`config.mk`:
```
export PLATFORM = sky130hd
export DESIGN_NAME = tcns_div
export DESIGN_NICKNAME = d
export VERILOG_FILES = /design/src/sv/tcns_pkg.sv /design/src/sv/tcns_div.sv
export SDC_FILE = /design/constraint.sdc
export NUM_CORES = 1
export LEC_CHECK = 0
export BUFFER_PORTS_ARGS = -buffer_cell sky130_fd_sc_hd__buf_2
export CORE_MARGIN = 8
export CORE_UTILIZATION = 25
export DETAILED_ROUTE_END_ITERATION = 10
export HOLD_SLACK_MARGIN = 0.08
export PLACE_DENSITY = 0.46
export SKIP_LAST_GASP = 1
export SLEW_MARGIN = 20
export SYNTH_ARGS = -nofsm -noshare
export SYNTH_HDL_FRONTEND = slang
export SYNTH_SLANG_ARGS = --single-unit
```
`constraint.sdc`:
```
create_clock -name clk_i -period 2.2 [get_ports clk_i]
set_input_delay 0.11 -clock clk_i [delete_from_list [all_inputs] [get_ports clk_i]]
set_output_delay 0.11 -clock clk_i [all_outputs]
set_load 0.02 [all_outputs]
```
`src/sv/tcns_pkg.sv`:
```
// Shared types and constants of the two-channel note sequencer.
`timescale 1ns / 1ps
`default_nettype none

package tcns_pkg;

  // Default sizes of the note store.
  localparam int CHANNELS_DEF     = 2;
  localparam int MAX_MEASURES_DEF = 64;
  localparam int MAX_NOTES_DEF    = 16;

  // Note entry: {length[5:0], rest, pitch[5:0]}.
  localparam int NOTE_W = 13;

  // Duration math: length * 3600 / tempo / 8, saturated to 8 bits.
  localparam int         NUM_W          = 18;
  localparam logic [11:0] FRAMES_PER_MIN = 12'd3600;
  localparam int         QUARTER_SHIFT  = 3;   // quarter note is 8 thirty-seconds
  localparam logic [7:0] SAT8           = 8'hFF;

  // Register reset values.
  localparam logic [7:0] TEMPO_RST       = 8'd120;
  localparam logic [5:0] FIRST_LEN_RST   = 6'd32;
  localparam logic [5:0] MEAS_LEN_RST    = 6'd32;
  localparam logic [6:0] MEAS_TOTAL_RST  = 7'd1;

  typedef enum logic {
    OP_LOAD = 1'b0,
    OP_TICK = 1'b1
  } op_e;

  typedef enum logic [1:0] {
    REG_TEMPO      = 2'd0,
    REG_FIRST_LEN  = 2'd1,
    REG_MEAS_LEN   = 2'd2,
    REG_MEAS_TOTAL = 2'd3
  } cfg_reg_e;

  typedef struct packed {
    op_e        op;
    logic       load_channel;
    logic [5:0] load_measure;
    logic [3:0] load_slot;
    logic [5:0] load_pitch;
    logic       load_rest;
    logic [5:0] load_length;
  } in_word_t;

  typedef struct packed {
    logic       out_channel;
    logic [5:0] out_pitch;
    logic       out_rest;
    logic [5:0] out_measure;
    logic       new_measure;
    logic       last;
  } out_word_t;

  typedef struct packed {
    cfg_reg_e   addr;
    logic [7:0] data;
  } cfg_word_t;

endpackage

`default_nettype wire

```
`src/sv/tcns_div.sv`:
```
// Bit-serial divider giving a note duration in frames, saturated to 8 bits.
`timescale 1ns / 1ps
`default_nettype none

module tcns_div (
  input  wire logic                       clk_i,
  input  wire logic                       rst_ni,
  input  wire logic                       start_i,
  input  wire logic [tcns_pkg::NUM_W-1:0] num_i,
  input  wire logic [7:0]                 den_i,
  output logic                            busy_o,
  output logic                            done_o,
  output logic [7:0]                      frames_o
);

  localparam int NUM_W = tcns_pkg::NUM_W;
  localparam int CNT_W = $clog2(NUM_W + 1);

  logic [7:0]       rem_q, rem_d;
  logic [NUM_W-1:0] sh_q, sh_d;
  logic [7:0]       den_q;
  logic [CNT_W-1:0] cnt_q;
  logic             busy_q, done_q;
  logic [8:0]       trial;
  logic             ge;
  logic [NUM_W-1:0] quo_scaled;

  // One restoring step per cycle: numerator bits shift out, quotient bits shift in.
  always_comb begin
    trial = {rem_q, sh_q[NUM_W-1]};
    ge    = (trial >= {1'b0, den_q});
    rem_d = ge ? 8'(trial - {1'b0, den_q}) : trial[7:0];
    sh_d  = {sh_q[NUM_W-2:0], ge};
  end

  always_ff @(posedge clk_i or negedge rst_ni) begin
    if (!rst_ni) begin
      busy_q <= 1'b0;
      done_q <= 1'b0;
      cnt_q  <= '0;
      rem_q  <= '0;
      sh_q   <= '0;
      den_q  <= '0;
    end else begin
      done_q <= busy_q && (cnt_q == CNT_W'(NUM_W - 1));
      if (start_i && !busy_q) begin
        busy_q <= 1'b1;
        cnt_q  <= '0;
        rem_q  <= '0;
        sh_q   <= num_i;
        den_q  <= den_i;
      end else if (busy_q) begin
        rem_q <= rem_d;
        sh_q  <= sh_d;
        if (cnt_q == CNT_W'(NUM_W - 1)) begin
          busy_q <= 1'b0;
        end else begin
          cnt_q <= cnt_q + CNT_W'(1);
        end
      end
    end
  end

  assign quo_scaled = sh_q >> tcns_pkg::QUARTER_SHIFT;
  assign frames_o   = ((den_q == 8'd0) || (|quo_scaled[NUM_W-1:8])) ?
                      tcns_pkg::SAT8 : quo_scaled[7:0];
  assign busy_o     = busy_q;
  assign done_o     = done_q;

endmodule

`default_nettype wire

```
==> reports/results.ini <==
[run_status]
status=complete, no violations

[floorplanning]
die_w_um=112
dieArea_mm2=0.0125
fp.dieH_um=112
core_area_mm2=0.00906
start_util=0.254
ios=39
num_rows=35

[synthesis]
syn_nets=287
yosysWarnings=0
ys_ff_latch=41
synth_cells=247
synth_top_cell_by_area=dfrtp_1
synth.yosys.seq_area_share=0.446
syn_area_per_cell_um2=9.32
synth_top_area_share=0.446
ys_types=41
ys_async_sr_fraction=1.00
synth_flop_cell=dfrtp_1
syn_area_mm2=0.00230
synth-edff-count=0
yosys-top-cells-area=dfrtp_1 (45%), mux2i_1 (10%), o21ai_0 (7.4%)

[routing]
routed_wl_mm=5.37
drc=0
dr.pass1.iters=4
detail_route.iter0.violations=74
wl_per_cell_um=13.2
drtAntennaViolNets=0
routed-via-count=1885
vias_per_cell=4.62

[timing]
fin_crit_ps=2060
setup_tns_ps=0
slew_violations=0
finalSetupViolations=0
clock.fmax_mhz=486
fin_skew_ps=10.2
tightest_slew_ps=496
rsz0062_at_grt=no
min_period_over_period=0.936
slew_headroom=0.665
finalHoldViolCount=0

[power_and_ir_drop]
p_leak_nw=1.34
p_total_mw=4.38
ir_drop_v=0.000462
internal_power_mw=2.55
p_switching_mw=1.82
power_density_mw_per_mm2=1550
pwr-share-seq=0.337
pwr-share-comb=0.527
clock_power_share=0.136
switching_share=0.417

[clock_tree]
numCtsBuffers=5
clock_tree.buffer_depth=2
postCtsSetupRepairBufs=0
cts.htree.levels=2
clk_pin_slew_ps=80
cts_tree=built
clk_latency_ps=290
cts.sinks=41
root_buffer=clkbuf_8

[global_routing]
grt_start_max_net_pins=29
grt_pass1_wl_mm=9.37
antenna_found_initial=0
grt_pass1_vias=1995
overflow=0
grt.total_usage=0.0897

[setup_path]
cp.required_ps=2430
cpLargestDelayFamily=simple AND/OR/NAND/NOR gates
critPathKind=reg2reg
max_stage_delay_ps=520
critPathLaunchType=flop
cp.arrival_ps=2290
crit_cells=7
cp_max_fo=7
worst-path-buf-inv=1
reg2reg_depth=7
critPathCaptureType=flop
crit_slowest_cell=or4_1
cpMostUsedCell=nand3_1
worstPathCellList=inv_1 -> ha_1 -> nand3_1 -> o221ai_2 -> a21oi_2 -> or4_1 -> nand3_1

[finish]
syn2layout_area_growth_pct=23.1
drive_above_1_share=0.226
layout.nets=337
layout_common_cells=nand2_1 (43), dfrtp_1 (41), buf_2 (38), o21ai_0 (34), mux2i_1 (23)
final_common_cell=nand2_1
n_antenna_cell=0
finalInstanceArea_mm2=0.00283

[worst_hold_path]
min_path_type=in2reg
min_delay_path_depth=3

[job]
cap_violations=0

[place]
io_buffers=38
postPlaceCellArea_mm2=0.00264
place_hpwl_mm=4.09
place.gp.congestion=0.756

[power by group through the flow]
stage / sequential (mW) / clock, mW / combinational [mW]
after floorplan: 1.39 / 0 / 1.84
after global placement: 1.49 / 0 / 2.30
after detailed placement: 1.50 / 0 / 2.30
after CTS: 1.48 / 0.625 / 2.33
after global routing: 1.54 / 0.647 / 2.68
final: 1.48 / 0.595 / 2.31
[stage by stage]
step	instances	setup WS, ps	utilization	hold WS (ps)
after floorplan	247	286	-	-186
after global placement	392	172	0.291	28.6
after detailed placement	392	152	0.291	30.2
after CTS	408	115	0.312	92.2
after global routing	408	30.7	0.312	108
final	408	141	0.312	103
[path summary, 6_finish.rpt]
kind / from / end / slack, ps
hold reg to reg: sh_q[2] / sh_q[3] / 480
max in group asynchronous: rst_ni / rem_q[1] / 1260
hold / removal: num_i[13] / sh_q[13] / 100
min in group asynchronous: rst_ni / sh_q[10] / 240
setup reg to reg: den_q[6] / rem_q[6] / 140
setup / recovery: den_q[6] / rem_q[6] / 140
[metal layers]
layer	GRT usage	share of wire
met3	0.0173	0.033
met1	0.108	0.46
met5	0	0
met4	0.0342	0.020
met2	0.155	0.48
[tightest hold or removal path, delay by kind of cell]
kind,cells,cell delay (ps)
buffers and inverters,1,70
muxes,1,50
AOI/OAI and AO/OA,1,130
[cells in the mapped netlist, types with 4 or more instances]
cell type	instances
ha_1	10
o21ai_0	34
nor2_1	8
nand2_1	43
dfrtp_1	41
or2_2	8
nand2b_1	4
inv_1	13
nand3_1	6
a21oi_1	8
mux2i_1	23
clkbuf_1	7
[repair_timing]
| action | 4_1_cts | 5_1_grt |
|---|---|---|
| resized for setup | 0 | 1 |
| endpoints found under the setup margin | 0 | 1 |
| hold buffers | 9 | 0 |
| endpoints found under the hold margin | 21 | 0 |
[flip-flops by register name (all words and copies together), names as in the netlist]
register and flops:
done_o 1, cnt_q 5, sh_q 18, rem_q 8, busy_o 1, den_q 8
[cells by family (layout without fill, tap and decap cells)]
| logic type | after synthesis | count (layout) | share of synthesized area |
|---|---|---|---|
| compound gates | 59 | 59 | 0.153 |
| xor+xnor | 5 | 5 | 0.0190 |
| fa+ha+maj | 11 | 11 | 0.0631 |
| buf+inv | 24 | 74 | 0.0408 |
| flops | 41 | 41 | 0.446 |
| mux | 24 | 24 | 0.105 |
| simple gates | 83 | 83 | 0.173 |
[cell type report]
cell class / count / area, um^2
clock inverters: 2 / 35.0
well taps: 111 / 139
multi-input cells: 182 / 1180
repair buffers: 54 / 333
flip-flops and latches: 41 / 1030
inverters: 13 / 48.8
clock buffers: 5 / 68.8
fillers: 950 / 6230
Power figures use the tool's default switching activity.
